[src/hdl/erot_pkg.sv]
`timescale 1ns / 1ps
package erot_pkg;

  localparam int ANGLE_W = 16;
  localparam int CFG_IDX_W = 2;

  localparam logic [CFG_IDX_W-1:0] CFG_ANGLE_X = 2'd0;
  localparam logic [CFG_IDX_W-1:0] CFG_ANGLE_Y = 2'd1;
  localparam logic [CFG_IDX_W-1:0] CFG_ANGLE_Z = 2'd2;

  localparam logic signed [ANGLE_W:0] FULL_TURN = 17'sd23040;
  localparam logic [14:0] TURN_Q1 = 15'd5760;
  localparam logic [14:0] TURN_Q2 = 15'd11520;
  localparam logic [14:0] TURN_Q3 = 15'd17280;

  // round(2^30 * pi / 11520)
  localparam logic [31:0] RAD_PER_STEP = 32'd292818;
  localparam logic [31:0] Q30_ONE = 32'h4000_0000;

  localparam logic [2:0] SIN_LAST = 3'd5;
  localparam logic [2:0] COS_LAST = 3'd6;

  typedef enum logic [10:0] {
    ST_IDLE = 11'b000_0000_0001,
    ST_TH   = 11'b000_0000_0010,
    ST_X2   = 11'b000_0000_0100,
    ST_LD   = 11'b000_0000_1000,
    ST_HM   = 11'b000_0001_0000,
    ST_DS   = 11'b000_0010_0000,
    ST_DV   = 11'b000_0100_0000,
    ST_UP   = 11'b000_1000_0000,
    ST_SM   = 11'b001_0000_0000,
    ST_SR   = 11'b010_0000_0000,
    ST_FIN  = 11'b100_0000_0000
  } trig_st_t;

  // Horner divisors, innermost term first
  function automatic logic [7:0] horner_den(input logic is_cos, input logic [2:0] idx);
    logic [7:0] d;
    d = 8'd1;
    if (is_cos) begin
      case (idx)
        3'd0: d = 8'd182;
        3'd1: d = 8'd132;
        3'd2: d = 8'd90;
        3'd3: d = 8'd56;
        3'd4: d = 8'd30;
        3'd5: d = 8'd12;
        3'd6: d = 8'd2;
        default: d = 8'd1;
      endcase
    end else begin
      case (idx)
        3'd0: d = 8'd156;
        3'd1: d = 8'd110;
        3'd2: d = 8'd72;
        3'd3: d = 8'd42;
        3'd4: d = 8'd20;
        3'd5: d = 8'd6;
        default: d = 8'd1;
      endcase
    end
    return d;
  endfunction

  // ceil(2^k / d) with k = 32 + ceil(log2 d): exact floor quotient for 32-bit dividends
  function automatic logic [32:0] horner_rcp(input logic is_cos, input logic [2:0] idx);
    logic [32:0] m;
    m = 33'd0;
    if (is_cos) begin
      case (idx)
        3'd0: m = 33'(((64'd1 << 40) + 64'd181) / 64'd182);
        3'd1: m = 33'(((64'd1 << 40) + 64'd131) / 64'd132);
        3'd2: m = 33'(((64'd1 << 39) + 64'd89) / 64'd90);
        3'd3: m = 33'(((64'd1 << 38) + 64'd55) / 64'd56);
        3'd4: m = 33'(((64'd1 << 37) + 64'd29) / 64'd30);
        3'd5: m = 33'(((64'd1 << 36) + 64'd11) / 64'd12);
        3'd6: m = 33'(((64'd1 << 33) + 64'd1) / 64'd2);
        default: m = 33'd0;
      endcase
    end else begin
      case (idx)
        3'd0: m = 33'(((64'd1 << 40) + 64'd155) / 64'd156);
        3'd1: m = 33'(((64'd1 << 39) + 64'd109) / 64'd110);
        3'd2: m = 33'(((64'd1 << 39) + 64'd71) / 64'd72);
        3'd3: m = 33'(((64'd1 << 38) + 64'd41) / 64'd42);
        3'd4: m = 33'(((64'd1 << 37) + 64'd19) / 64'd20);
        3'd5: m = 33'(((64'd1 << 35) + 64'd5) / 64'd6);
        default: m = 33'd0;
      endcase
    end
    return m;
  endfunction

  function automatic logic [5:0] horner_sh(input logic is_cos, input logic [2:0] idx);
    logic [5:0] k;
    k = 6'd32;
    if (is_cos) begin
      case (idx)
        3'd0: k = 6'd40;
        3'd1: k = 6'd40;
        3'd2: k = 6'd39;
        3'd3: k = 6'd38;
        3'd4: k = 6'd37;
        3'd5: k = 6'd36;
        3'd6: k = 6'd33;
        default: k = 6'd32;
      endcase
    end else begin
      case (idx)
        3'd0: k = 6'd40;
        3'd1: k = 6'd39;
        3'd2: k = 6'd39;
        3'd3: k = 6'd38;
        3'd4: k = 6'd37;
        3'd5: k = 6'd35;
        default: k = 6'd32;
      endcase
    end
    return k;
  endfunction

endpackage

[src/hdl/erot_axis.sv]
`timescale 1ns / 1ps
module erot_axis import erot_pkg::*; #(
  parameter int COORD_WIDTH    = 24,
  parameter int TRIG_FRAC_BITS = 15
) (
  input  logic                                clk,
  input  logic                                rst_n,
  input  logic                                en,
  input  logic                                vld_in,
  input  logic signed [COORD_WIDTH-1:0]       p_in,
  input  logic signed [COORD_WIDTH-1:0]       q_in,
  input  logic signed [COORD_WIDTH-1:0]       u_in,
  input  logic signed [TRIG_FRAC_BITS+1:0]    sin_v,
  input  logic signed [TRIG_FRAC_BITS+1:0]    cos_v,
  output logic                                vld_out,
  output logic signed [COORD_WIDTH-1:0]       p_out,
  output logic signed [COORD_WIDTH-1:0]       q_out,
  output logic signed [COORD_WIDTH-1:0]       u_out
);

  localparam int TW = TRIG_FRAC_BITS + 2;
  localparam int PW = COORD_WIDTH + TW;
  localparam int SW = PW + 1;
  localparam logic signed [SW-1:0] MAXV =
    {{(SW-COORD_WIDTH+1){1'b0}}, {(COORD_WIDTH-1){1'b1}}};
  localparam logic signed [SW-1:0] MINV = ~MAXV;

  logic signed [PW-1:0] pc_r, qs_r, ps_r, qc_r;
  logic signed [COORD_WIDTH-1:0] u1_r;
  logic v1_r, v2_r;
  logic signed [SW-1:0] d, e, d_sh, e_sh;
  logic signed [COORD_WIDTH-1:0] d_sat, e_sat;

  always_comb begin
    d    = $signed({pc_r[PW-1], pc_r}) - $signed({qs_r[PW-1], qs_r});
    e    = $signed({ps_r[PW-1], ps_r}) + $signed({qc_r[PW-1], qc_r});
    d_sh = d >>> TRIG_FRAC_BITS;
    e_sh = e >>> TRIG_FRAC_BITS;
    if (d_sh > MAXV) d_sat = MAXV[COORD_WIDTH-1:0];
    else if (d_sh < MINV) d_sat = MINV[COORD_WIDTH-1:0];
    else d_sat = d_sh[COORD_WIDTH-1:0];
    if (e_sh > MAXV) e_sat = MAXV[COORD_WIDTH-1:0];
    else if (e_sh < MINV) e_sat = MINV[COORD_WIDTH-1:0];
    else e_sat = e_sh[COORD_WIDTH-1:0];
  end

  always_ff @(posedge clk) begin
    if (!rst_n) begin
      v1_r <= 1'b0;
      v2_r <= 1'b0;
    end else if (en) begin
      v1_r <= vld_in;
      v2_r <= v1_r;
    end
  end

  always_ff @(posedge clk) begin
    if (en) begin
      pc_r  <= p_in * cos_v;
      qs_r  <= q_in * sin_v;
      ps_r  <= p_in * sin_v;
      qc_r  <= q_in * cos_v;
      u1_r  <= u_in;
      p_out <= d_sat;
      q_out <= e_sat;
      u_out <= u1_r;
    end
  end

  assign vld_out = v2_r;

endmodule

[config.mk]
export PLATFORM = sky130hd
export DESIGN_NAME = erot_axis
export DESIGN_NICKNAME = d
export VERILOG_FILES = /design/src/hdl/erot_pkg.sv /design/src/hdl/erot_axis.sv
export SDC_FILE = /design/constraint.sdc
export NUM_CORES = 2
export LEC_CHECK = 0
export BUFFER_PORTS_ARGS = -buffer_cell sky130_fd_sc_hd__buf_2
export CAP_MARGIN = 5
export CORE_AREA = 2 2 428 473
export CTS_CLUSTER_DIAMETER = 60
export CTS_CLUSTER_SIZE = 12
export DETAILED_ROUTE_END_ITERATION = 8
export DIE_AREA = 0 0 430 475
export SLEW_MARGIN = 20
export SYNTH_ARGS = -nofsm -noshare
export SYNTH_HDL_FRONTEND = slang
export SYNTH_SLANG_ARGS = --single-unit
[constraint.sdc]
create_clock -name clk -period 8.3 [get_ports clk]
set_input_delay 2.075 -clock clk [delete_from_list [all_inputs] [get_ports clk]]
set_output_delay 2.075 -clock clk [all_outputs]
set_load 0.1 [all_outputs]
# Yosys cells after proc, flatten, opt, wreduce, memory -nomap -nowiden
# Index checks and enable logic that the tools add are counted.
dict set report word_totals {
  ram_bits 0
  wordCells 22
  regBits 262
  inputBits 110
  romBits 0
  memories 0
  latch_bits 0
}
dict set report op_classes {
  n_bitwise 0
  mux 2
  n_shift 0
  div 0
  n_reduce_logical 0
  multipliers 4
  n_addsub 2
  eq_ne 0
  n_lt_le_gt_ge 4
}
# operator count
set ops {}
lappend ops {{$mul 24x17->41} 4}
lappend ops {{$gt 27x24->1 const B} 2}
lappend ops {{$lt 27x24->1 const B} 2}
lappend ops {{$mux 24} 2}
lappend ops {{$add 41x41->42} 1}
lappend ops {{$sub 41x41->42} 1}

# Depth between registers and ports, before layout
dict set report logic_depth {
  ltp_word 3
  depth_mapped 27
  depth_no_buf 26
}

# Worst setup path after synthesis
# Ideal clock, no wire load.
dict set report synth_path {
  kind {input port to flip-flop}
  from {in cos_v[9]}
  to {reg qc_r[38], data pin}
  setup_slack_ns 0.024
  stages 26
  required_ns 8.038
  n_path_buf 2
  setup_time_ns 0.262
  arrival_ns 8.014
  cell_sequence {clkbuf_1 -> clkbuf_1 -> nand2_1 -> fa_1 -> inv_1 -> fa_1 -> inv_1 -> fa_1 -> inv_1 -> fa_1 -> fa_1 -> inv_1 -> fa_1 -> inv_1 -> ha_1 -> nand2_1 -> nor2_1 -> a211oi_1 -> a2bb2oi_1 -> a21oi_1 -> o41ai_1 -> a21oi_1 -> o221ai_2 -> o31ai_1 -> o31ai_1 -> xnor2_1}
}
dict set report synth_between {
  elab_chain_cells 1
}
# item line
set synth_lines {}
lappend synth_lines {{from (decl)} erot_axis.sv:14} ;# input logic signed [TRIG_FRAC_BITS+1:0] cos_v,
lappend synth_lines {{$mul 24x17->41} erot_axis.sv:62} ;# qc_r <= q_in * cos_v;
lappend synth_lines {{to (signal assigned)} erot_axis.sv:62}
lappend synth_lines {{to (decl)} erot_axis.sv:28} ;# logic signed [PW-1:0] pc_r, qs_r, ps_r, qc_r;
# Every way passes these cells.
# A chain may end at the register's enable or synchronous reset.

# Worst setup path in the final report
dict set report layout_path {
  from {in cos_v[2]}
  to {reg pc_r[40], data pin}
}
dict set report layout_between {
  elab_chain_cells 1
}
# item line
set layout_lines {}
lappend layout_lines {{$mul 24x17->41} erot_axis.sv:59} ;# pc_r <= p_in * cos_v;
lappend layout_lines {{to (signal assigned)} erot_axis.sv:59}
lappend layout_lines {{to (decl)} erot_axis.sv:28}
# Every way passes these cells.

==> impl_metrics.env <==
export IMPL_cts_inserted_buffers=38
export IMPL_finalClockSkew_ps=33.1
export IMPL_synth_seq_area_share=0.113
export IMPL_startpoint_type="primary input"
export IMPL_cts_max_level=2
export IMPL_max_freq_ghz=0.124
export IMPL_critPathCaptureType="register"
export IMPL_drive_gt1_frac=0.118
export IMPL_drt_iter0_markers=2749
export IMPL_drc=0
export IMPL_tightest_slew_ps=1010
export IMPL_area_delta_synth_final_pct=14.0
export IMPL_worstHoldPathType="reg -> reg"
export IMPL_wl_per_cell_um=18.0
export IMPL_clockBufferDepth=3
export IMPL_clk_pin_slew_ps=60
export IMPL_grt_pass1_wl_um=303000
export IMPL_first_pass_iters=5
export IMPL_clk_latency_ps=650
export IMPL_slowest_stage="fa_1"
export IMPL_globalRouteMet2Util=0.339
export IMPL_period_share=0.971
export IMPL_whs_ps=417
export IMPL_synth_net_count=9429
export IMPL_synthArstFlopShare=0
export IMPL_met1_usage=0.232
export IMPL_max_cap_violations=0
export IMPL_worstHoldEndpoint="u_out[21]$_DFFE_PP_"
export IMPL_die_area_sq_um=204000
export IMPL_wl_um=188000
export IMPL_min_path_cells=0
export IMPL_grt_util_all_layers=0.190
export IMPL_synth_edf_count=260
export IMPL_cp_common_cell="fa_1"
export IMPL_num_vias=49900
export IMPL_ys_types=85
export IMPL_fp_dieW_um=430
export IMPL_setup_violations=0
export IMPL_final_seq_area_sq_um=7850
export IMPL_crit_fanout=10
export IMPL_fp_coreArea_sq_um=199000
export IMPL_postSynthCellCount=7239
export IMPL_start_util=0.349
export IMPL_cp_startpoint="cos_v[2]"
export IMPL_r2r_start="qc_r[14]$_DFFE_PP_"
export IMPL_critPathBufInv=9
export IMPL_r2r_end="q_out[19]$_SDFFCE_PN1P_"
export IMPL_die_h_um=475
export IMPL_slew_viol_final=0
export IMPL_synth_seq_cells=262
export IMPL_crit_path_max_incr_delay_ps=550
export IMPL_antenna_left=0
export IMPL_gr_max_usage_layer="met2"
export IMPL_postLayoutCoreUtil=0.398
export IMPL_avgViaCountPerCell=4.79
export IMPL_rows=172
export IMPL_finalCriticalPeriod_ps=8060
export IMPL_mappedNetlistArea_sq_um=69500
export IMPL_nets=9955
export IMPL_setup_ws_ps=238
export IMPL_crit_type="in -> reg"
export IMPL_tritoncts="done"
export IMPL_multiInputGateArea_sq_um=53900
export IMPL_crit_arrival_ps=8430
export IMPL_outcome="finished, final reports clean"
export IMPL_syn_area_per_cell_sq_um=9.60
export IMPL_antenna_found_initial=25
export IMPL_hold_violations=0
export IMPL_cp_top_family="adder cells"
export IMPL_grt_use_met3=0.0173
export IMPL_dp_hpwl_um=162000
export IMPL_n_fill_cell=19600
export IMPL_place_ws_ps=-564
export IMPL_port_buffers=182
export IMPL_reg2reg_depth=11
export IMPL_yosys_warnings=0
export IMPL_clock_root_buffer="clkbuf_16"
export IMPL_max_slew_margin=0.325
export IMPL_synthFlopType="edfxtp_1"
export IMPL_grt_start_max_net_pins=84
export IMPL_grt_pass1_vias=55200
export IMPL_overflow=0
export IMPL_clock_sinks=262
export IMPL_worstPathRequired_ps=8670
export IMPL_hp_start="u1_r[21]$_DFFE_PP_"
export IMPL_rrSetupSlack_ps=4190
export IMPL_ios=183
export IMPL_gp_congestion=0.912
## metal layers
metal / up-vias / share of wire
li1: 22500 / -
met1: 25900 / 0.39
met2: 1178 / 0.51
met3: 339 / 0.042
met4: 10 / 0.053
met5: - / 0.00031
## Yosys cell counts, types with 5 or more instances
master,instances,share of area
a31oi_1,24,0.0022
ha_1,476,0.086
o31ai_1,11,0.0012
fa_1,1604,0.46
nand2_1,952,0.051
a211oi_1,6,0.00065
nand4_1,21,0.0019
a211o_1,7,0.00088
xnor2_1,166,0.021
and2_1,699,0.063
o2111ai_1,6,0.00076
a21boi_1,6,0.00065
nand3_1,30,0.0022
or3_1,5,0.00045
clkbuf_1,323,0.017
a21oi_1,193,0.014
nor3_1,23,0.0017
o21bai_1,23,0.0025
xor2_1,53,0.0067
and3_1,19,0.0017
nor2b_1,27,0.0024
o211ai_1,11,0.0012
o41ai_1,7,0.00088
o21a_1,25,0.0027
edfxtp_1,260,0.11
a21o_1,149,0.016
nand2b_1,40,0.0036
nor2_1,155,0.0084
o21ai_0,71,0.0051
o21ai_1,19,0.0014
inv_1,1728,0.093
## placed cells by master (no fill, tap or decap), types with 5 or more instances in the layout
| master | synthesis | layout |
|---|---|---|
| nand3_1 | 30 | 30 |
| xnor2_1 | 166 | 165 |
| a211oi_1 | 6 | 5 |
| a21boi_1 | 6 | 6 |
| fa_1 | 1604 | 1604 |
| o21bai_1 | 23 | 23 |
| a211o_1 | 7 | 7 |
| nor2_1 | 155 | 155 |
| a21o_1 | 149 | 149 |
| nand2b_1 | 40 | 40 |
| xor2_1 | 53 | 53 |
| a21oi_1 | 193 | 191 |
| o2111ai_1 | 6 | 6 |
| clkbuf_16 | 0 | 38 |
| and3_1 | 19 | 19 |
| o211ai_1 | 11 | 11 |
| nor2b_1 | 27 | 27 |
| buf_2 | 4 | 176 |
| o31ai_1 | 11 | 10 |
| inv_6 | 0 | 8 |
| nand2_1 | 952 | 952 |
| nand4_1 | 21 | 21 |
| and2_1 | 699 | 699 |
| inv_1 | 1728 | 1728 |
| edfxtp_1 | 260 | 260 |
| o21ai_0 | 71 | 71 |
| o41ai_1 | 7 | 6 |
| buf_12 | 0 | 51 |
| diode_2 | 0 | 14 |
| o21a_1 | 25 | 25 |
| ha_1 | 476 | 476 |
| buf_4 | 2 | 580 |
| buf_6 | 2 | 7 |
| or3_1 | 5 | 5 |
| clkbuf_1 | 323 | 5 |
| nor3_1 | 23 | 23 |
| o21ai_1 | 19 | 19 |
| a31oi_1 | 24 | 24 |
| clkbuf_4 | 0 | 5 |
## logic make-up after synthesis
| kind of cell | after synthesis | share of synthesized area |
|---|---|---|
| simple gates | 1990 | 0.139 |
| flops | 262 | 0.113 |
| mux | 3 | 0.000450 |
| buf+inv | 2063 | 0.112 |
| fa+ha+maj | 2080 | 0.548 |
| xor+xnor | 221 | 0.0281 |
| compound gates | 620 | 0.0598 |
## worst max-delay path by stage
| stage | to | cells past startpoint |
|---|---|---|
| 4_1_cts | ps_r[39]$_DFFE_PP_ | 25 |
| 3_3_place_gp | ps_r[39]$_DFFE_PP_ | 26 |
| 3_5_place_dp | ps_r[39]$_DFFE_PP_ | 25 |
| 2_1_floorplan | qc_r[38]$_DFFE_PP_ | 26 |
| 5_1_grt | ps_r[39]$_DFFE_PP_ | 25 |
| 6_report | pc_r[40]$_DFFE_PP_ | 28 |
## stage by stage
| stage | TNS, ps | cells | area, sq um |
|---|---|---|---|
| 5_1_grt | -34.7 | 10400 | 79200 |
| 3_5_place_dp | -12000 | 10300 | 77800 |
| 4_1_cts | 0 | 10400 | 79100 |
| 6_report | 0 | 10400 | 79200 |
| 3_3_place_gp | -10520 | 10300 | 77800 |
| 2_1_floorplan | 0 | 7239 | 69500 |
## state kept, by name, summed over array words and instances (netlist names)
| name | flops |
|---|---|
| u1_r | 24 |
| ps_r | 41 |
| qs_r | 41 |
| p_out | 24 |
| v1_r | 1 |
| vld_out | 1 |
| u_out | 24 |
| q_out | 24 |
| pc_r | 41 |
| qc_r | 41 |
## layout make-up
class | instances | area share
sequential | 262 | 0.0991
clock buffer | 44 | 0.0124
antenna | 14 | 0.000442
timing repair buffer | 820 | 0.0807
clock inverter | 23 | 0.00351
multi-input combinational | 4914 | 0.681
inverter | 1729 | 0.0820
tap | 2610 | 0.0412
## what timing repair did
item | in CTS | in global routing
buffers inserted | 0 | 1
hold buffers | 0 | 0
endpoints found under the setup margin | 0 | 17
gates resized for setup | 0 | 18
Power is not shown: default switching activity piles up to over one toggle a cycle in this logic, so the estimate is an artifact.
