[src/hdl/erot_pkg.sv]
`timescale 1ns / 1ps
package erot_pkg;

  localparam int ANGLE_W = 16;
  localparam int CFG_IDX_W = 2;

  localparam logic [CFG_IDX_W-1:0] CFG_ANGLE_X = 2'd0;
  localparam logic [CFG_IDX_W-1:0] CFG_ANGLE_Y = 2'd1;
  localparam logic [CFG_IDX_W-1:0] CFG_ANGLE_Z = 2'd2;

  localparam logic signed [ANGLE_W:0] FULL_TURN = 17'sd23040;
  localparam logic [14:0] TURN_Q1 = 15'd5760;
  localparam logic [14:0] TURN_Q2 = 15'd11520;
  localparam logic [14:0] TURN_Q3 = 15'd17280;

  // round(2^30 * pi / 11520)
  localparam logic [31:0] RAD_PER_STEP = 32'd292818;
  localparam logic [31:0] Q30_ONE = 32'h4000_0000;

  localparam logic [2:0] SIN_LAST = 3'd5;
  localparam logic [2:0] COS_LAST = 3'd6;

  typedef enum logic [10:0] {
    ST_IDLE = 11'b000_0000_0001,
    ST_TH   = 11'b000_0000_0010,
    ST_X2   = 11'b000_0000_0100,
    ST_LD   = 11'b000_0000_1000,
    ST_HM   = 11'b000_0001_0000,
    ST_DS   = 11'b000_0010_0000,
    ST_DV   = 11'b000_0100_0000,
    ST_UP   = 11'b000_1000_0000,
    ST_SM   = 11'b001_0000_0000,
    ST_SR   = 11'b010_0000_0000,
    ST_FIN  = 11'b100_0000_0000
  } trig_st_t;

  // Horner divisors, innermost term first
  function automatic logic [7:0] horner_den(input logic is_cos, input logic [2:0] idx);
    logic [7:0] d;
    d = 8'd1;
    if (is_cos) begin
      case (idx)
        3'd0: d = 8'd182;
        3'd1: d = 8'd132;
        3'd2: d = 8'd90;
        3'd3: d = 8'd56;
        3'd4: d = 8'd30;
        3'd5: d = 8'd12;
        3'd6: d = 8'd2;
        default: d = 8'd1;
      endcase
    end else begin
      case (idx)
        3'd0: d = 8'd156;
        3'd1: d = 8'd110;
        3'd2: d = 8'd72;
        3'd3: d = 8'd42;
        3'd4: d = 8'd20;
        3'd5: d = 8'd6;
        default: d = 8'd1;
      endcase
    end
    return d;
  endfunction

  // ceil(2^k / d) with k = 32 + ceil(log2 d): exact floor quotient for 32-bit dividends
  function automatic logic [32:0] horner_rcp(input logic is_cos, input logic [2:0] idx);
    logic [32:0] m;
    m = 33'd0;
    if (is_cos) begin
      case (idx)
        3'd0: m = 33'(((64'd1 << 40) + 64'd181) / 64'd182);
        3'd1: m = 33'(((64'd1 << 40) + 64'd131) / 64'd132);
        3'd2: m = 33'(((64'd1 << 39) + 64'd89) / 64'd90);
        3'd3: m = 33'(((64'd1 << 38) + 64'd55) / 64'd56);
        3'd4: m = 33'(((64'd1 << 37) + 64'd29) / 64'd30);
        3'd5: m = 33'(((64'd1 << 36) + 64'd11) / 64'd12);
        3'd6: m = 33'(((64'd1 << 33) + 64'd1) / 64'd2);
        default: m = 33'd0;
      endcase
    end else begin
      case (idx)
        3'd0: m = 33'(((64'd1 << 40) + 64'd155) / 64'd156);
        3'd1: m = 33'(((64'd1 << 39) + 64'd109) / 64'd110);
        3'd2: m = 33'(((64'd1 << 39) + 64'd71) / 64'd72);
        3'd3: m = 33'(((64'd1 << 38) + 64'd41) / 64'd42);
        3'd4: m = 33'(((64'd1 << 37) + 64'd19) / 64'd20);
        3'd5: m = 33'(((64'd1 << 35) + 64'd5) / 64'd6);
        default: m = 33'd0;
      endcase
    end
    return m;
  endfunction

  function automatic logic [5:0] horner_sh(input logic is_cos, input logic [2:0] idx);
    logic [5:0] k;
    k = 6'd32;
    if (is_cos) begin
      case (idx)
        3'd0: k = 6'd40;
        3'd1: k = 6'd40;
        3'd2: k = 6'd39;
        3'd3: k = 6'd38;
        3'd4: k = 6'd37;
        3'd5: k = 6'd36;
        3'd6: k = 6'd33;
        default: k = 6'd32;
      endcase
    end else begin
      case (idx)
        3'd0: k = 6'd40;
        3'd1: k = 6'd39;
        3'd2: k = 6'd39;
        3'd3: k = 6'd38;
        3'd4: k = 6'd37;
        3'd5: k = 6'd35;
        default: k = 6'd32;
      endcase
    end
    return k;
  endfunction

endpackage

[src/hdl/erot_trig.sv]
`timescale 1ns / 1ps
module erot_trig import erot_pkg::*; #(
  parameter int TRIG_FRAC_BITS = 15
) (
  input  logic                          clk,
  input  logic                          rst_n,
  input  logic                          cfg_valid,
  output logic                          cfg_ready,
  input  logic [CFG_IDX_W-1:0]          cfg_index,
  input  logic [ANGLE_W-1:0]            cfg_data,
  output logic signed [TRIG_FRAC_BITS+1:0] sin_x,
  output logic signed [TRIG_FRAC_BITS+1:0] cos_x,
  output logic signed [TRIG_FRAC_BITS+1:0] sin_y,
  output logic signed [TRIG_FRAC_BITS+1:0] cos_y,
  output logic signed [TRIG_FRAC_BITS+1:0] sin_z,
  output logic signed [TRIG_FRAC_BITS+1:0] cos_z
);

  localparam int TW = TRIG_FRAC_BITS + 2;
  localparam int SH = 30 - TRIG_FRAC_BITS;

  trig_st_t st_r, st_nxt;

  logic [CFG_IDX_W-1:0] axis_r;
  logic [1:0]           quad_r;
  logic [12:0]          r_r;
  logic [64:0]          mul_r;
  logic [30:0]          th_r;
  logic [31:0]          x2_r;
  logic [30:0]          t_r;
  logic [31:0]          num_r;
  logic [2:0]           idx_r;
  logic                 phase_r;
  logic signed [TW-1:0] s_r;
  logic signed [TW-1:0] sn_r [3];
  logic signed [TW-1:0] cs_r [3];

  logic signed [ANGLE_W:0] a0, a1;
  logic [14:0]   w;
  logic [1:0]    q_c;
  logic [12:0]   r_c;
  logic [31:0]   mul_a;
  logic [32:0]   mul_b;
  logic [32:0]   rcp;
  logic [5:0]    rsh;
  logic [64:0]   quo;
  logic [2:0]    last_idx;
  logic signed [TW-1:0] c_c, so_c, co_c;
  logic          wr;

  function automatic logic signed [TW-1:0] rnd(input logic [31:0] v);
    logic [32:0] tmp;
    tmp = {1'b0, v} + (33'd1 << (SH - 1));
    return $signed(tmp[SH+TW-1:SH]);
  endfunction

  assign cfg_ready = (st_r == ST_IDLE);
  assign wr = cfg_valid && cfg_ready && (cfg_index <= CFG_ANGLE_Z);

  always_comb begin
    a0 = {cfg_data[ANGLE_W-1], cfg_data};
    a1 = a0;
    if (a0 < 0) begin
      a1 = a0 + FULL_TURN;
      if (a1 < 0) a1 = a1 + FULL_TURN;
    end else if (a0 >= FULL_TURN) begin
      a1 = a0 - FULL_TURN;
    end
    w = a1[14:0];
    if (w >= TURN_Q3) begin
      q_c = 2'd3;
      r_c = 13'(w - TURN_Q3);
    end else if (w >= TURN_Q2) begin
      q_c = 2'd2;
      r_c = 13'(w - TURN_Q2);
    end else if (w >= TURN_Q1) begin
      q_c = 2'd1;
      r_c = 13'(w - TURN_Q1);
    end else begin
      q_c = 2'd0;
      r_c = 13'(w);
    end
  end

  assign rcp = horner_rcp(phase_r, idx_r);
  assign rsh = horner_sh(phase_r, idx_r);
  assign quo = mul_r >> rsh;

  always_comb begin
    mul_a = '0;
    mul_b = '0;
    unique case (st_r)
      ST_TH: begin
        mul_a = {19'd0, r_r};
        mul_b = {1'b0, RAD_PER_STEP};
      end
      ST_X2: begin
        mul_a = mul_r[31:0];
        mul_b = {1'b0, mul_r[31:0]};
      end
      ST_HM: begin
        mul_a = x2_r;
        mul_b = {2'b0, t_r};
      end
      ST_DS: begin
        mul_a = mul_r[61:30];
        mul_b = rcp;
      end
      ST_SM: begin
        mul_a = {1'b0, th_r};
        mul_b = {2'b0, t_r};
      end
      default: begin
        mul_a = '0;
        mul_b = '0;
      end
    endcase
  end

  assign last_idx = phase_r ? COS_LAST : SIN_LAST;

  always_comb begin
    c_c = rnd({1'b0, t_r});
    case (quad_r)
      2'd0: begin so_c = s_r;  co_c = c_c;  end
      2'd1: begin so_c = c_c;  co_c = -s_r; end
      2'd2: begin so_c = -s_r; co_c = -c_c; end
      default: begin so_c = -c_c; co_c = s_r; end
    endcase
  end

  always_comb begin
    st_nxt = st_r;
    unique case (st_r)
      ST_IDLE: if (wr) st_nxt = ST_TH;
      ST_TH:   st_nxt = ST_X2;
      ST_X2:   st_nxt = ST_LD;
      ST_LD:   st_nxt = ST_HM;
      ST_HM:   st_nxt = ST_DS;
      ST_DS:   st_nxt = ST_DV;
      ST_DV:   st_nxt = ST_UP;
      ST_UP: begin
        if (idx_r != last_idx) st_nxt = ST_HM;
        else if (phase_r) st_nxt = ST_FIN;
        else st_nxt = ST_SM;
      end
      ST_SM:   st_nxt = ST_SR;
      ST_SR:   st_nxt = ST_HM;
      ST_FIN:  st_nxt = ST_IDLE;
      default: st_nxt = ST_IDLE;
    endcase
  end

  always_ff @(posedge clk) begin
    if (!rst_n) begin
      st_r <= ST_IDLE;
      for (int i = 0; i < 3; i++) begin
        sn_r[i] <= '0;
        cs_r[i] <= TW'(1) <<< TRIG_FRAC_BITS;
      end
    end else begin
      st_r <= st_nxt;
      if (st_r == ST_FIN) begin
        sn_r[axis_r] <= so_c;
        cs_r[axis_r] <= co_c;
      end
    end
  end

  always_ff @(posedge clk) begin
    mul_r <= mul_a * mul_b;
    unique case (st_r)
      ST_IDLE: begin
        axis_r <= cfg_index;
        quad_r <= q_c;
        r_r    <= r_c;
      end
      ST_X2: th_r <= mul_r[30:0];
      ST_LD: begin
        x2_r    <= mul_r[61:30];
        t_r     <= Q30_ONE[30:0];
        idx_r   <= '0;
        phase_r <= 1'b0;
      end
      ST_DV: num_r <= quo[31:0];
      ST_UP: begin
        t_r   <= (num_r > Q30_ONE) ? '0 : 31'(Q30_ONE - num_r);
        idx_r <= idx_r + 3'd1;
      end
      ST_SR: begin
        s_r     <= rnd(mul_r[61:30]);
        t_r     <= Q30_ONE[30:0];
        idx_r   <= '0;
        phase_r <= 1'b1;
      end
      default: ;
    endcase
  end

  assign sin_x = sn_r[0];
  assign cos_x = cs_r[0];
  assign sin_y = sn_r[1];
  assign cos_y = cs_r[1];
  assign sin_z = sn_r[2];
  assign cos_z = cs_r[2];

endmodule

[config.mk]
export PLATFORM = sky130hd
export DESIGN_NAME = erot_trig
export DESIGN_NICKNAME = d
export VERILOG_FILES = /design/src/hdl/erot_pkg.sv /design/src/hdl/erot_trig.sv
export SDC_FILE = /design/constraint.sdc
export NUM_CORES = 2
export LEC_CHECK = 0
export ABC_AREA = 1
export BUFFER_PORTS_ARGS = -buffer_cell sky130_fd_sc_hd__buf_2
export CORE_AREA = 10 10 372 374
export DETAILED_ROUTE_END_ITERATION = 12
export DIE_AREA = 0 0 382 384
export PLACE_DENSITY_LB_ADDON = 0.2
export SLEW_MARGIN = 5
export SYNTH_ARGS = -nofsm -noshare
export SYNTH_HDL_FRONTEND = slang
export SYNTH_SLANG_ARGS = --single-unit
[constraint.sdc]
create_clock -name clk -period 22.4 [get_ports clk]
set_input_delay 6.72 -clock clk [delete_from_list [all_inputs] [get_ports clk]]
set_output_delay 6.72 -clock clk [all_outputs]
set_load 0.01 [all_outputs]
After elaboration in Yosys (flattened, before gate mapping)
Memories as Yosys holds them, arrays and structs flattened.
Cells that the tools add are included.
W data, S select, Z words.

storage, ports and cells
  word-level logic and storage cells = 108
  memories kept = 2
  memory bits (writable) = 102
  register bits = 240
  input port bits = 21

memory list
  name  words  bits a word  read ports  clocked after Yosys merged registers in  wr ports  line             text
  cs_r  3      17           3           0                                        3         erot_trig.sv:36  logic signed [TW-1:0] cs_r [3];
  sn_r  3      17           3           0                                        3         erot_trig.sv:35  logic signed [TW-1:0] sn_r [3];

operators by class
  multipliers = 1
  shifts and indexed selects = 1
  muxes and demuxes = 37
  equality and inequality tests = 21
  reductions and logical operators = 13
  $lt $le $gt $ge = 8
  add/subtract/negate cells = 12

operator list
  cell                      number
  $pmux W33 S7              1
  $pmux W33 S6              1
  $pmux W32 S5              1
  $pmux W33 S4              1
  $pmux W17 S3              2
  $pmux W11 S9              1
  $mul A32 B33 Y65          1
  $shr A65 B6 Y32           1
  $pmux W31 S2              1
  $mux W15                  3
  $mux W13                  3
  $mux W17                  2
  $neg A17 Y17              2
  $reduce_or A17 Y1         2
  $mux W11                  3
  $mux W33                  1
  $add A31 B15 Y32 const B  1
  $add A32 B15 Y32 const B  1
  $gt A32 B31 Y1 const B    1
  $mux W31                  1
  $sub A31 B31 Y31 const A  1
  $pmux W4 S6               1
  $pmux W4 S5               1
  $add A16 B16 Y17 const B  1
  41 further kinds          59

Longest topological paths before layout
  word-level depth = 8
  depth in mapped cells = 46
  mapped depth without buffers = 44

Least setup slack after synthesis
No wires, ideal clock.

  path kind = input to register
  start = input port cfg_data[11]
  end = register r_r[12] (data pin)
  data arrival time = 8.403 ns
  path slack = 13.745 ns
  stages on the path = 23
  cells stage by stage = inv_2 -> ha_1 -> nand2_1 -> nand3_1 -> nand2_1 -> nand2_1 -> nand2_1 -> nand2_1 -> nand2_2 -> inv_2 -> ha_1 -> a21oi_1 -> inv_1 -> nand2_1 -> nand2_1 -> nand2_1 -> nand2_1 -> nand2_1 -> nand2_1 -> nand2_1 -> nand2_1 -> nand2_1 -> nand2_1

between the ends
  longest elaborated chain between the ends = 8
  elaborated cells on any way between the ends = 18

RTL lines
  what                                                       line                              text
  start: declaration                                         erot_trig.sv:10                   input logic [ANGLE_W-1:0] cfg_data,
  $add A16 B16 Y17                                           erot_trig.sv:64                   a1 = a0 + FULL_TURN;
  $add A15 B15 Y15 / $lt A17 B1 Y1 (equally long branches)   erot_trig.sv:65                   if (a1 < 0) a1 = a1 + FULL_TURN;
  $mux W15                                                   erot_trig.sv:65
  $mux W15 (*)                                               erot_trig.sv:63                   if (a0 < 0) begin
  $sub A13 B13 Y13 / $ge A15 B13 Y1 (equally long branches)  erot_trig.sv:78, erot_trig.sv:76
  $mux W13                                                   erot_trig.sv:76                   end else if (w >= TURN_Q1) begin
  $mux W13                                                   erot_trig.sv:73                   end else if (w >= TURN_Q2) begin
  $mux W13 (*)                                               erot_trig.sv:70                   if (w >= TURN_Q3) begin
  via r_c[12]                                                erot_trig.sv:41                   logic [12:0] r_c;
  end signal: assignment                                     erot_trig.sv:176                  r_r <= r_c;
  end: declaration                                           erot_trig.sv:26                   logic [12:0] r_r;

The timed path passes the listed nets; every way through them passes the cells marked *.
A chain may end at the register's enable or synchronous reset.

Final worst setup path
  start = register st_r[8]
  end = register mul_r[62]

between the ends
  longest elaborated chain between the ends = 4
  elaborated cells on any way between the ends = 9

RTL lines
  what                                                   line              text
  start: declaration                                     erot_trig.sv:22   trig_st_t st_r, st_nxt;
  start signal: assignment                               erot_trig.sv:162  st_r <= st_nxt;
  $eq A11 B9 Y1 / $eq A11 B5 Y1 (equally long branches)  erot_trig.sv:92   unique case (st_r)
  $reduce_or A2 Y1 (no source line)                      -
  $pmux W33 S4                                           erot_trig.sv:92
  $mul A32 B33 Y65 (*)                                   erot_trig.sv:171  mul_r <= mul_a * mul_b;
  end signal: assignment                                 erot_trig.sv:171
  end: declaration                                       erot_trig.sv:27   logic [64:0] mul_r;

Mark *: on every way between the ends. The rest lies on a longest branch, timed or not.

==> metrics.cfg <==
[place]
place_area_um2=54590
gp_congestion=0.9902
post-dp-hpwl_mm=148.6
port-buffer-count=123
pre_cts_ws_ps=11370

[pwr]
leakage_nw=28.27
finalPower_mw=1.516
share_comb_of_total_power=0.109
powerDensity_nw_per_um2=27.14
seqPwrFrac=0.465
power.share.clock=0.426
vdd_drop_max_uv=43.29
internal-power_mw=1.090
switching_share=0.2809
switchingPower_uw=425.9

[global_routing]
grt_pass1_vias=43321
antenna_found_initial=5
grt_max_degree=63
track_usage=0.2504
grt_pass1_wl_mm=278.2
grt_overflow_total=0

[synth]
synth_edf_count=266
netlist_area_um2=52070
synth_most_common_cell=inv_1
yosysTopAreaCell=fa_1
syn_inst=6235
synthFlopType=edfxtp_1
async_flop_share=0
synthTopCellsByArea=fa_1 (36%), edfxtp_1 (15%), inv_1 (11%)
ys_warn_count=0
ys_seq_area_frac=0.1826
ys_ff_latch=342
syn_nets=7469
synth_commonest_cells=inv_1 (1463), nand2_1 (1272), fa_1 (926)
avgSynthCellArea_um2=8.352
synth_top_area_frac=0.3560
synthDistinctLibCells=69

[final_layout]
nNetsFinal=7500
layout-drive-gt1-share=0.07052
stdcell_area_um2=55860
syn2layout_area_growth_pct=7.261

[die]
rows=133
start_util=0.3981
dieArea_um2=146700
die_w_um=382
core_um2=130800
io_pins=124
die_h_um=384

[timing]
layout_min_cycle_time_ps=11250
relSlewSlack=0.1826
fmax_mhz=88.91
setup_violations=0
grt_setup_unrepaired=false
fin_hold_ws_ps=449.4
worst_slack_ps=11150
hold_viol_final=0
finalMaxSlewViolations=0
min_period_over_period=0.5021
fin_setup_tns_ps=0
tightest_slew_ps=1207
clock_skew_ps=25.82

[critical_path]
worst-path-max-fanout=35
endpoint_kind=register
critical_path.most_common_cell=nand2_1
slowest_delay_ps=790
crit_path_start_kind=register
crit_required_ps=22910
arrival_ps=11760
critPathKind=reg2reg
critPathSlowestCell=nor4_1

[detailed_routing]
dr.first_iter.drc_count=3933
drt_wl_total_mm=185.1
wl_per_cell_um=22.99
drc=0
ant_nets=0
route.vias.total=42093
first_pass_iters=6
routed_via_density=5.228

[status]
status=completed

[clock_network]
path_clk_slew_ps=60
cts-resized-gates=0
postCtsHoldBufs=0
cts_buffer_depth=3
cts_root_buf=clkbuf_16
cts_sinks=342
clk_latency_ps=590
numCtsBuffers=41
htreeDepth=2
postCtsSetupBuffers=0
cts_tree=yes

[flow_run]
maxCapViolations=0

[min_path]
hp-class=reg2reg

-- area by class of cell --
cell class                 count  area, µm²
fill                       13356      74940
clock inverter                26      196.4
timing repair buffer         221       1351
multi-input combinational   4139      35820
sequential                   342       9509
antenna                        1      2.502
clock buffer                  47       1069
inverter                    1521       5709
tap                         1755       2196
-- through the flow --
step,util,instances
3_5_place_dp,0.4174,7978
6_report,0.4270,8052
2_1_floorplan,-,6235
3_3_place_gp,0.4174,7978
4_1_cts,0.4270,8051
5_1_grt,0.4270,8051
-- kinds of logic (layout without fill, tap and decap cells) --
family                     count (synthesis)  in the layout  share of synthesized area
AOI/OAI and AO/OA                        525            525                    0.06091
and+or+nand+nor                         2270           2270                     0.1770
adders and majority gates               1213           1213                     0.4249
other                                      0              1                          0
buffers and inverters                   1754           1815                     0.1319
xor gates and xnor gates                 119            119                    0.02030
muxes                                     12             12                   0.002307
DFF                                      342            342                     0.1826
-- critical path, delay by kind of cell, from the launching register on --
kind            cells  cell delay [ps]
buf+inv            11             2720
simple gates       17             3460
flops               1              330
xor+xnor            1              130
fa+ha+maj           9             4370
compound gates      1              110
-- path summary, 6_finish.rpt --
kind / from / to / slack [ps] / cells past startpoint
worst min register to register: mul_r[16] / th_r[16] / 450 / 0
worst max-delay path: st_r[8] / mul_r[62] / 11150 / 39
worst max register to register: st_r[8] / mul_r[62] / 11150 / 39
worst min-delay path: mul_r[16] / th_r[16] / 450 / 0
-- cells in the final DEF (no fill, tap or decap), drive strengths merged, types with 10 or more instances in the layout --
cell type,synthesis,layout
a21o,20,20
o22ai,27,27
fa,926,926
o211ai,15,15
nand4,37,37
a21oi,131,131
xor2,94,94
ha,287,287
nor2,716,716
nand2,1288,1288
buf,180,221
edfxtp,266,266
o21ai,227,227
inv,1517,1522
nor3,53,53
o21bai,13,13
xnor2,25,25
clkbuf,53,47
nand3,143,143
clkinv,4,21
nor4,10,10
a31oi,26,26
mux2i,12,12
dfxtp,76,76
-- routing by layer --
| layer | global-route usage | vias to the layer above | part of all wire |
|---|---|---|---|
| li1 | - | 18683 | - |
| met1 | 0.3399 | 21319 | 0.42 |
| met2 | 0.4073 | 1811 | 0.46 |
| met3 | 0.03797 | 278 | 0.084 |
| met4 | 0.08573 | 2 | 0.040 |
| met5 | 0 | - | 0.000070 |
-- flip-flops by register name, summed over array words and instances, names as in the netlist --
register	count
cs_r	51
r_r	13
mul_r	65
axis_r	2
phase_r	1
th_r	31
st_r	11
t_r	31
sn_r	51
quad_r	2
s_r	17
x2_r	32
idx_r	3
num_r	32
-- power by group through the flow --
| stage | combinational (mW) | sequential (mW) | clock (mW) |
|---|---|---|---|
| 4_1_cts | 0.164 | 0.705 | 0.652 |
| 2_1_floorplan | 0.0939 | 0.715 | 0 |
| 5_1_grt | 0.179 | 0.706 | 0.676 |
| 3_5_place_dp | 0.164 | 0.719 | 0 |
| 3_3_place_gp | 0.164 | 0.718 | 0 |
| 6_report | 0.165 | 0.705 | 0.646 |
No activity file was read; power rests on OpenSTA's default activity.
